`src/design/base64_stream_decoder_unit_defines.svh`:
```
// assertion macros for the base64 stream decoder
`ifndef BASE64_STREAM_DECODER_UNIT_DEFINES_SVH
`define BASE64_STREAM_DECODER_UNIT_DEFINES_SVH

`ifndef SYNTHESIS
`define B64D_ASSERT(lbl, clk, rst_n, prop, msg) \
    lbl: assert property (@(posedge clk) disable iff (!rst_n) (prop)) else $error(msg);
`define B64D_ASSERT_NORST(lbl, clk, prop, msg) \
    lbl: assert property (@(posedge clk) (prop)) else $error(msg);
`else
`define B64D_ASSERT(lbl, clk, rst_n, prop, msg)
`define B64D_ASSERT_NORST(lbl, clk, prop, msg)
`endif

`endif

```
`src/design/b64d_pkg.sv`:
```
// shared types and constants for the base64 stream decoder
`timescale 1ns / 1ps

package b64d_pkg;

    localparam int QDEPTH  = 6;
    localparam int QCNT_W  = $clog2(QDEPTH + 1);
    localparam int MAX_RES = 3;

    typedef struct packed {
        logic       run_last;
        logic       byte_present;
        logic [7:0] byte_out;
    } t_result;

    localparam int RES_W = $bits(t_result);

    typedef struct packed {
        logic [1:0]  cnt;
        logic [17:0] sbuf;
        logic        halt;
        logic [1:0]  n;
        t_result [MAX_RES-1:0] res;
    } t_dec;

endpackage

```
`src/design/base64_stream_decoder_unit.sv`:
```
// top level of the base64 stream decoder
//
// channel | dir | tdata            | tlast       | tuser
// s_axis  | in  | char_in[7:0]     | message_end | -
// m_axis  | out | byte_out[7:0]    | run_last    | byte_present
//
// one character per cycle is accepted; its results are known the same cycle
// and enter a six-entry result queue that sends one transaction per cycle
// input is taken while the queue has room for three results
// synchronous active-low reset clears the group state and empties the queue
// a stall on m_axis backs up the queue and then holds off s_axis
`timescale 1ns / 1ps

module base64_stream_decoder_unit (
    input  logic       i_clk,
    input  logic       i_rst_n,
    input  logic       i_s_axis_tvalid,
    output logic       o_s_axis_tready,
    input  logic [7:0] i_s_axis_tdata,   // char_in
    input  logic       i_s_axis_tlast,   // message_end
    output logic       o_m_axis_tvalid,
    input  logic       i_m_axis_tready,
    output logic [7:0] o_m_axis_tdata,   // byte_out
    output logic       o_m_axis_tuser,   // byte_present
    output logic       o_m_axis_tlast    // run_last
);

    logic [1:0]        r_cnt;
    logic [17:0]       r_sbuf;
    logic              r_halt;
    b64d_pkg::t_dec    w_dec;
    b64d_pkg::t_result w_head;
    logic              w_accept;
    logic              w_space;

    assign o_s_axis_tready = w_space;
    assign w_accept        = i_s_axis_tvalid && w_space;

    b64d_decode u_decode (
        .i_char (i_s_axis_tdata),
        .i_last (i_s_axis_tlast),
        .i_cnt  (r_cnt),
        .i_sbuf (r_sbuf),
        .i_halt (r_halt),
        .o_dec  (w_dec)
    );

    b64d_outq u_outq (
        .i_clk       (i_clk),
        .i_rst_n     (i_rst_n),
        .i_push_n    (w_accept ? w_dec.n : 2'd0),
        .i_push      (w_dec.res),
        .i_pop_ready (i_m_axis_tready),
        .o_valid     (o_m_axis_tvalid),
        .o_head      (w_head),
        .o_space     (w_space)
    );

    assign o_m_axis_tdata = w_head.byte_out;
    assign o_m_axis_tuser = w_head.byte_present;
    assign o_m_axis_tlast = w_head.run_last;

    always_ff @(posedge i_clk) begin
        if (!i_rst_n) begin
            r_cnt  <= 2'd0;
            r_sbuf <= '0;
            r_halt <= 1'b0;
        end else if (w_accept) begin
            r_cnt  <= w_dec.cnt;
            r_sbuf <= w_dec.sbuf;
            r_halt <= w_dec.halt;
        end
    end

endmodule

```
`src/design/b64d_decode.sv`:
```
// character decode, group packing, flush and end-of-message marking
`timescale 1ns / 1ps

module b64d_decode (
    input  logic [7:0]     i_char,
    input  logic           i_last,
    input  logic [1:0]     i_cnt,
    input  logic [17:0]    i_sbuf,
    input  logic           i_halt,
    output b64d_pkg::t_dec o_dec
);

    logic        sx_ok;
    logic [7:0]  sx_full;
    logic [5:0]  sx;
    logic [23:0] word;
    logic [1:0]  fcnt;
    logic [17:0] fbuf;

    always_comb begin
        sx_ok   = 1'b1;
        sx_full = 8'h00;
        if (i_char >= 8'h41 && i_char <= 8'h5a) begin
            sx_full = i_char - 8'h41;
        end else if (i_char >= 8'h61 && i_char <= 8'h7a) begin
            sx_full = i_char - 8'h47;
        end else if (i_char >= 8'h30 && i_char <= 8'h39) begin
            sx_full = i_char + 8'h04;
        end else if (i_char == 8'h2b) begin
            sx_full = 8'd62;
        end else if (i_char == 8'h2f) begin
            sx_full = 8'd63;
        end else begin
            sx_ok = 1'b0;
        end
        sx = sx_full[5:0];
    end

    always_comb begin
        o_dec      = '0;
        o_dec.cnt  = i_cnt;
        o_dec.sbuf = i_sbuf;
        o_dec.halt = i_halt;
        fcnt       = 2'd0;
        fbuf       = '0;
        word       = {i_sbuf, sx};

        if (!i_halt) begin
            if (sx_ok) begin
                if (i_cnt == 2'd3) begin
                    o_dec.res[0] = '{run_last: 1'b0, byte_present: 1'b1, byte_out: word[23:16]};
                    o_dec.res[1] = '{run_last: 1'b0, byte_present: 1'b1, byte_out: word[15:8]};
                    o_dec.res[2] = '{run_last: 1'b0, byte_present: 1'b1, byte_out: word[7:0]};
                    o_dec.n      = 2'd3;
                    o_dec.cnt    = 2'd0;
                    o_dec.sbuf   = '0;
                end else begin
                    o_dec.sbuf = {i_sbuf[11:0], sx};
                    o_dec.cnt  = i_cnt + 2'd1;
                end
            end else begin
                o_dec.halt = 1'b1;
                fcnt       = i_cnt;
                fbuf       = i_sbuf;
                o_dec.cnt  = 2'd0;
                o_dec.sbuf = '0;
            end
        end

        if (i_last && !o_dec.halt) begin
            fcnt = o_dec.cnt;
            fbuf = o_dec.sbuf;
        end

        // partial group of k sextets gives k-1 bytes
        case (fcnt)
            2'd2: begin
                o_dec.res[0] = '{run_last: 1'b0, byte_present: 1'b1, byte_out: fbuf[11:4]};
                o_dec.n      = 2'd1;
            end
            2'd3: begin
                o_dec.res[0] = '{run_last: 1'b0, byte_present: 1'b1, byte_out: fbuf[17:10]};
                o_dec.res[1] = '{run_last: 1'b0, byte_present: 1'b1, byte_out: fbuf[9:2]};
                o_dec.n      = 2'd2;
            end
            default: begin
            end
        endcase

        if (i_last) begin
            case (o_dec.n)
                2'd0: begin
                    o_dec.res[0] = '{run_last: 1'b1, byte_present: 1'b0, byte_out: 8'h00};
                    o_dec.n      = 2'd1;
                end
                2'd1: o_dec.res[0].run_last = 1'b1;
                2'd2: o_dec.res[1].run_last = 1'b1;
                2'd3: o_dec.res[2].run_last = 1'b1;
                default: begin
                end
            endcase
            o_dec.cnt  = 2'd0;
            o_dec.sbuf = '0;
            o_dec.halt = 1'b0;
        end
    end

endmodule

```
`src/design/b64d_outq.sv`:
```
// result queue: takes up to three results per cycle, hands out one
`timescale 1ns / 1ps
`include "base64_stream_decoder_unit_defines.svh"

module b64d_outq (
    input  logic                                        i_clk,
    input  logic                                        i_rst_n,
    input  logic [1:0]                                  i_push_n,
    input  b64d_pkg::t_result [b64d_pkg::MAX_RES-1:0]   i_push,
    input  logic                                        i_pop_ready,
    output logic                                        o_valid,
    output b64d_pkg::t_result                           o_head,
    output logic                                        o_space
);

    localparam int W = b64d_pkg::RES_W;
    localparam int D = b64d_pkg::QDEPTH;

    logic [D*W-1:0]                r_q;
    logic [D*W-1:0]                n_q;
    logic [b64d_pkg::QCNT_W-1:0]   r_count;
    logic [b64d_pkg::QCNT_W-1:0]   n_count;
    logic [b64d_pkg::QCNT_W-1:0]   kept;
    logic [D*W-1:0]                shifted;
    logic                          w_pop;
    int                            j;

    assign o_valid = (r_count != '0);
    assign o_head  = r_q[W-1:0];
    assign o_space = (int'(r_count) <= D - b64d_pkg::MAX_RES);
    assign w_pop   = o_valid && i_pop_ready;

    always_comb begin
        kept    = r_count - b64d_pkg::QCNT_W'(w_pop);
        shifted = w_pop ? (r_q >> W) : r_q;
        n_q     = r_q;
        j       = 0;
        for (int i = 0; i < D; i++) begin
            j = i - int'(kept);
            if (i < int'(kept)) begin
                n_q[i*W +: W] = shifted[i*W +: W];
            end else if (j < int'(i_push_n)) begin
                n_q[i*W +: W] = i_push[j[1:0]];
            end
        end
        n_count = kept + b64d_pkg::QCNT_W'(i_push_n);
    end

    always_ff @(posedge i_clk) begin
        if (!i_rst_n) begin
            r_count <= '0;
        end else begin
            r_count <= n_count;
        end
        r_q <= n_q;
    end

    `B64D_ASSERT(a_count_bound, i_clk, i_rst_n, int'(r_count) <= D, "queue count above depth")
    `B64D_ASSERT(a_no_overflow, i_clk, i_rst_n, (int'(r_count) + int'(i_push_n) - int'(w_pop)) <= D, "queue overflow")
    `B64D_ASSERT(a_pop_only, i_clk, i_rst_n, (w_pop && i_push_n == 2'd0) |=> (r_count == $past(r_count) - 1'b1), "pop did not drop count")
    `B64D_ASSERT(a_push_no_space, i_clk, i_rst_n, (i_push_n != 2'd0) |-> o_space, "push without space")

endmodule

```
`config.mk`:
```
export PLATFORM = sky130hd
export DESIGN_NAME = base64_stream_decoder_unit
export DESIGN_NICKNAME = d
export VERILOG_FILES = /design/src/design/b64d_pkg.sv /design/src/design/base64_stream_decoder_unit.sv /design/src/design/b64d_decode.sv /design/src/design/b64d_outq.sv
export VERILOG_INCLUDE_DIRS = /design/src /design/src/design
export SDC_FILE = /design/constraint.sdc
export NUM_CORES = 1
export LEC_CHECK = 0
export ABC_AREA = 1
export BUFFER_PORTS_ARGS = -buffer_cell sky130_fd_sc_hd__buf_4
export CORE_MARGIN = 1.5
export CORE_UTILIZATION = 40
export DETAILED_ROUTE_END_ITERATION = 12
export GPL_TIMING_DRIVEN = 0
export SKIP_LAST_GASP = 1
export SLEW_MARGIN = 25
export SYNTH_ARGS = -nofsm -noshare
export SYNTH_HDL_FRONTEND = slang
export SYNTH_SLANG_ARGS = --single-unit
export TNS_END_PERCENT = 100
```
`constraint.sdc`:
```
create_clock -name i_clk -period 6.8 [get_ports i_clk]
set_clock_uncertainty 0.15 [all_clocks]
set_input_delay 0.68 -clock i_clk [delete_from_list [all_inputs] [get_ports i_clk]]
set_output_delay 0.68 -clock i_clk [all_outputs]
set_load 0.01 [all_outputs]
```
== Yosys cells after proc, flatten, opt, wreduce, memory -nomap -nowiden ==
Cells that the tools add are included.

* Bits of input ports: 13
* Register bits: 84
* Word-level logic and storage cells: 142
* Output and inout port bits: 12

* Mux-type cells: 59
* Reduce and logical (&&, ||, !) cells: 22
* Magnitude comparators: 25
* Add/sub/neg operators: 12
* Eq/ne operators: 14

{| class="wikitable"
|+ Operators by type and width
! cell !! count
|-
| 10-bit 2-to-1 mux || 20
|-
| 32-bit by 3-bit < comparator with 1-bit output || 6
|-
| 10-bit binary-select mux with 2-bit select || 6
|-
| 32-bit 2-to-1 mux || 2
|-
| 60-bit 2-to-1 mux || 1
|-
| 18-bit 2-to-1 mux || 3
|-
| 53-bit 2-to-1 mux || 1
|-
| 20-bit 2-to-1 mux || 2
|-
| 6-bit 2-to-1 mux || 5
|-
| 24-bit 2-to-1 mux || 1
|-
| 10-bit one-hot mux with 2 select lines || 1
|-
| 2-bit by 3-bit < comparator with 1-bit output (second input constant) || 6
|-
| 8-bit by 6-bit equality test with 1-bit output (second input constant) || 2
|-
| 8-bit by 7-bit >= comparator with 1-bit output (second input constant) || 2
|-
| 8-bit by 7-bit less-or-equal comparator with 1-bit output (second input constant) || 2
|-
| 2-bit by 1-bit inequality test with 1-bit output (second input constant) || 6
|-
| 2-bit AND reduction || 6
|-
| 2-bit nonzero test || 6
|-
| 2-bit equality test (second input constant) || 5
|-
| 1-bit 2-to-1 mux || 10
|-
| 2-bit 2-to-1 mux || 5
|-
| 9-bit 2-to-1 mux || 1
|-
| 8-bit by 6-bit >= comparator with 1-bit output (second input constant) || 1
|-
| 8-bit by 6-bit less-or-equal comparator with 1-bit output (second input constant) || 1
|-
| other kinds (20) || 31
|}

== Depth between registers and ports, before layout ==
* Depth in word-level cells: 22
* Mapped depth: 24

== By module ==
From an unflattened synthesis, not the netlist that was laid out.

* Cell total of the unflattened synthesis: 1017
* Area total of the unflattened synthesis: 6718.9 sq um

{| class="wikitable"
|+ By module, submodules not included
! module !! times used !! cells each !! area each (sq um)
|-
| b64d_outq || 1 || 492 || 3918.8
|-
| b64d_decode || 1 || 388 || 1911.8
|-
| base64_stream_decoder_unit || 1 || 137 || 888.4
|}

== Worst setup path after synthesis ==
No wires, ideal clock.

* Path type: input to register
* Start: input port i_s_axis_tdata[0]
* End: register u_outq.r_q[40], enable pin
* Required time: 6259 ps
* Stages: 22
* Arrival time: 3773 ps
* Setup time: 391 ps
* Setup slack: 2486 ps
* Cell sequence: inv_1 ha_1 inv_1 nand2_1 nand2_1 nor2_1 nor2_2 nand2_2 nand3_4 nor2_8 nand2_2 nand2_1 nand2_2 buf_2 nand2_2 inv_1 o21ai_0 ha_1 a21o_1 nor2_1 o21ai_0 o21ai_0

* Word-level cells in the longest chain between the ends: 20

{| class="wikitable"
|+ Ends and longest elaborated chain
! item !! RTL line !! source
|-
| from (decl) || base64_stream_decoder_unit.sv:19 || <nowiki>input logic [7:0] i_s_axis_tdata,</nowiki>
|-
| parallel branches: the longest is 5 deep, another holds 8-bit by 6-bit >= comparator with 1-bit output || n/a ||
|-
| 1-bit 2-to-1 mux (*) || b64d_decode.sv:23 || <nowiki>if (i_char >= 8'h41 && i_char <= 8'h5a) begin</nowiki>
|-
| 1-bit 2-to-1 mux || b64d_decode.sv:49 || <nowiki>if (sx_ok) begin</nowiki>
|-
| 53-bit 2-to-1 mux || b64d_decode.sv:48 || <nowiki>if (!i_halt) begin</nowiki>
|-
| 1-bit logical NOT || b64d_decode.sv:70 || <nowiki>if (i_last && !o_dec.halt) begin</nowiki>
|-
| 1-bit logical AND || b64d_decode.sv:70 ||
|-
| 2-bit 2-to-1 mux || b64d_decode.sv:70 ||
|-
| 2-bit equality test || b64d_decode.sv:76 || <nowiki>case (fcnt)</nowiki>
|-
| 2-bit one-hot mux with 2 select lines (*) || b64d_decode.sv:76 ||
|-
| 2-bit logical NOT || b64d_decode.sv:91 || <nowiki>case (o_dec.n)</nowiki>
|-
| 2-bit 2-to-1 mux || b64d_decode.sv:91 ||
|-
| 24-bit 2-to-1 mux (*) || b64d_decode.sv:90 || <nowiki>if (i_last) begin</nowiki>
|-
| 2-bit 2-to-1 mux (*) || base64_stream_decoder_unit.sv:51 || <nowiki>.i_push_n (w_accept ? w_dec.n : 2'd0),</nowiki>
|-
| 32-bit by 3-bit < comparator with 1-bit output (*) || b64d_outq.sv:42 || <nowiki>end else if (j < int'(i_push_n)) begin</nowiki>
|-
| 2-bit nonzero test (no line) (*) || n/a ||
|-
| 2-bit AND reduction (no line) (*) || n/a ||
|-
| to (signal assigned) || b64d_outq.sv:55 || <nowiki>r_q <= n_q;</nowiki>
|-
| to (decl) || b64d_outq.sv:19 || <nowiki>logic [D*W-1:0] r_q;</nowiki>
|}

Mark *: on every way between the ends.
A chain may end at the register's enable or synchronous reset.

== Worst setup path in the final report ==
* Start: input port i_s_axis_tdata[0]
* End: register u_outq.r_q[3], enable pin

Same word-level chain as after synthesis.

==> results.tsv <==
stage	metric	value	unit
synthesis	syn nets	960	
global_route	Total GRT Usage	0.242	
power_and_ir_drop	Power Density	599	nW/um^2
cells_and_area	share of layout cells above drive strength 1	0.122	
power_and_ir_drop	P_int	2.10	mW
detailed_routing	1st-iter DRT viols	648	
detailed_routing	DRC viols	0	
critical_path	Critical Path Fanout Max	10	
synthesis	predominant post-synthesis flop cell	edfxtp_1	
synthesis	Mapped Cells	917	
critical_path	critical path launch point type	input port	
clock_network	H-tree Lvls	3	
cells_and_area	Reg area	2280	sq um
clock_network	CTS tree	built	
timing	final setup fails	0	
place	routability cong.	0.923	
power_and_ir_drop	worst vdd ir	0.350	mV
synthesis	mapped cell area	6370	sq um
timing	worst slew pin tran	0.881	ns
timing	period utilization	0.741	
floorplanning	Die Area	16700	sq um
clock_network	CTS Sinks	84	
detailed_routing	Routed wire per std cell	16.5	um
critical_path	critical setup path kind	input port to flop	
global_route	number of global-route vias before repair	5522	
power_and_ir_drop	combinational share of power	0.628	
critical_path	CP Cell Sequence	buf_4 > inv_1 > ha_1 > inv_1 > nand2_1 > nand2_1 > nor2_1 > nor2_2 > nand2_2 > nand3_4 > nor2_8 > nand2_2 > nand2_1 > nand2_2 > buf_2 > nand2_2 > inv_1 > o21ai_0 > ha_1 > a21o_1 > o2111ai_1 > o21ai_0 > inv_1	
timing	Max-slew headroom	0.409	
cells_and_area	P&R area growth vs syn	11.5	%
cells_and_area	layout filler cell count	1605	
clock_network	worst skew pair latency	0.35	ns
floorplanning	# rows	45	
synthesis	Post-synth EDFFs	60	
synthesis	Synth async-reset ratio	0	
clock_network	Max Buffers Root-to-Sink	2	
timing	Final WS setup	1.76	ns
global_route	first-pass GRT wire length	30500	um
critical_path	slowest cell on the critical path	o21ai_0	
synthesis	Synth Area per Inst	6.95	sq um
timing	post-layout minimum cycle time	5.04	ns
detailed_routing	Vias/cell	5.28	
clock_network	# Post-CTS Setup Buffers	0	
cells_and_area	commonest non-fill, non-tap cells in the layout	340 x nand2_1, 147 x nand3_1, 60 x edfxtp_1	
floorplanning	Die Width	129	um
floorplanning	# IOs	25	
place	I/O Buffers	23	
timing	FMAX	199	MHz
detailed_routing	Pre-Repair DR Iteration Count	5	
floorplanning	core area	15400	sq um
critical_path	CP arrival	4.90	ns
synthesis	sequential element share of the synthesized area	0.358	
cells_and_area	final cell utilization of the core	0.462	
critical_path	CP endpoint kind	flop	
global_route	GRT overflow	0	
clock_network	CTS Hold Bufs	0	
floorplanning	starting density of the core	0.415	
critical_path	cells on worst reg2reg path	14	
synthesis	Syn. warnings	0	
cells_and_area	commonest non-fill, non-tap cell in the layout	nand2_1	
job	max-cap violation count	0	
detailed_routing	remaining antenna violation count	0	
timing	RSZ-0062 raised after global routing	false	
power_and_ir_drop	sequential power share	0.262	
hold_path	Hold Crit Class	flop to flop	
synthesis	Synth cell types	41	
power_and_ir_drop	share of power burned in the clock network	0.110	
clock_network	clk root buf	clkbuf_16	
synthesis	register bit total from synthesis	84	
detailed_routing	DRT Wirelength	19200	um
detailed_routing	via count	6176	
timing	Final Hold Fails	0	
critical_path	crit-path max cell delay	0.63	ns
power_and_ir_drop	Pleak	3.18	nW
cells_and_area	diode count	0	
floorplanning	chip height	129	um
clock_network	Clock transition at path regs	0.07	ns
power_and_ir_drop	switching fraction of total power	0.506	
power_and_ir_drop	P_sw	2.15	mW
critical_path	Critical Path RT	6.66	ns
global_route	largest net degree at the start of global routing	16	
clock_network	post-CTS resize count	0	
cells_and_area	multi-input logic area	3600	sq um
hold_path	hold depth	2	
place	Post-Place Setup Slack	1.52	ns
cells_and_area	Final nets	996	
timing	max-slew violations	0	
global_route	initial antenna violation count	0	
place	Post-DP HPWL	14800	um
outcome	status	finished clean	
timing	TNS Setup	0	ns
clock_network	CTS Buf Count	9	
cell usage after synthesis, drive strengths merged, types with 8 or more instances:
master	number	area [sq um]
nand3	156	833
buf	27	171
a21oi	50	250
ha	29	363
clkbuf	24	90.1
edfxtp	60	1800
or2	8	50.1
nor2	58	272
dfxtp	24	480
nand2	353	1370
o21ai	32	179
inv	59	221
worst paths after layout:
path                      from              to  slack (ns)
max          i_s_axis_tdata[0]   u_outq.r_q[3]        1.76
min                  r_sbuf[4]       r_sbuf[4]        0.33
max reg2reg  u_outq.r_count[2]  u_outq.r_q[24]        2.60
min reg2reg          r_sbuf[4]       r_sbuf[4]        0.33
power by group through the flow:
stage	sequential [mW]	combinational [mW]	clock, mW
2_1_floorplan	1.12	1.79	0
3_3_place_gp	1.14	2.55	0
3_5_place_dp	1.13	2.60	0
4_1_cts	1.12	2.61	0.479
5_1_grt	1.14	2.95	0.497
6_report	1.12	2.67	0.468
sequential cells by signal, summed over array words and instances, names as in the netlist:
name	count
u_outq.r_q	60
r_sbuf	18
u_outq.r_count	3
r_halt	1
r_cnt	2
critical path: cells and delay by family:
family	cells	cell delay (ns)
AND/OR/NAND/NOR	11	1.28
AO/OA/AOI/OAI	4	1.30
adder cells (fa/ha/maj)	2	0.59
buffers and inverters	6	1.06
through the flow:
stage	power, mW	std cells	hold slack (ns)	area [sq um]
global route	4.58	1169	0.347	7110
detailed placement	3.73	1153	0.320	6820
floorplan	2.92	917	0.308	6370
CTS	4.21	1169	0.331	7100
finish	4.26	1169	0.333	7110
global placement	3.69	1151	0.322	6810
area by class of cell:
class / count / area share
Inverter: 62 / 0.0327
Clock inverter: 6 / 0.00686
Timing Repair Buffer: 25 / 0.0264
Sequential cell: 84 / 0.321
Buffer: 51 / 0.0368
Tap cell: 211 / 0.0371
Clock buffer: 10 / 0.0322
Multi-Input combinational cell: 720 / 0.507
logic make-up after synthesis:
family | count (synthesis) | synth area share
AND/OR/NAND/NOR | 584 | 0.404
flip-flops | 84 | 0.358
XOR/XNOR | 8 | 0.0110
AO/OA/AOI/OAI | 98 | 0.0887
adder cells (fa/ha/maj) | 30 | 0.0601
buffers and inverters | 113 | 0.0776
layer usage:
layer | GRT usage | wire length, um | up-vias
li1 | - | - | 3096
met1 | 0.355 | 9080 | 2770
met2 | 0.341 | 7840 | 264
met3 | 0.0450 | 1570 | 46
met4 | 0.110 | 744 | 0
met5 | 0 | 0 | -
Power figures use the tool's default switching activity.
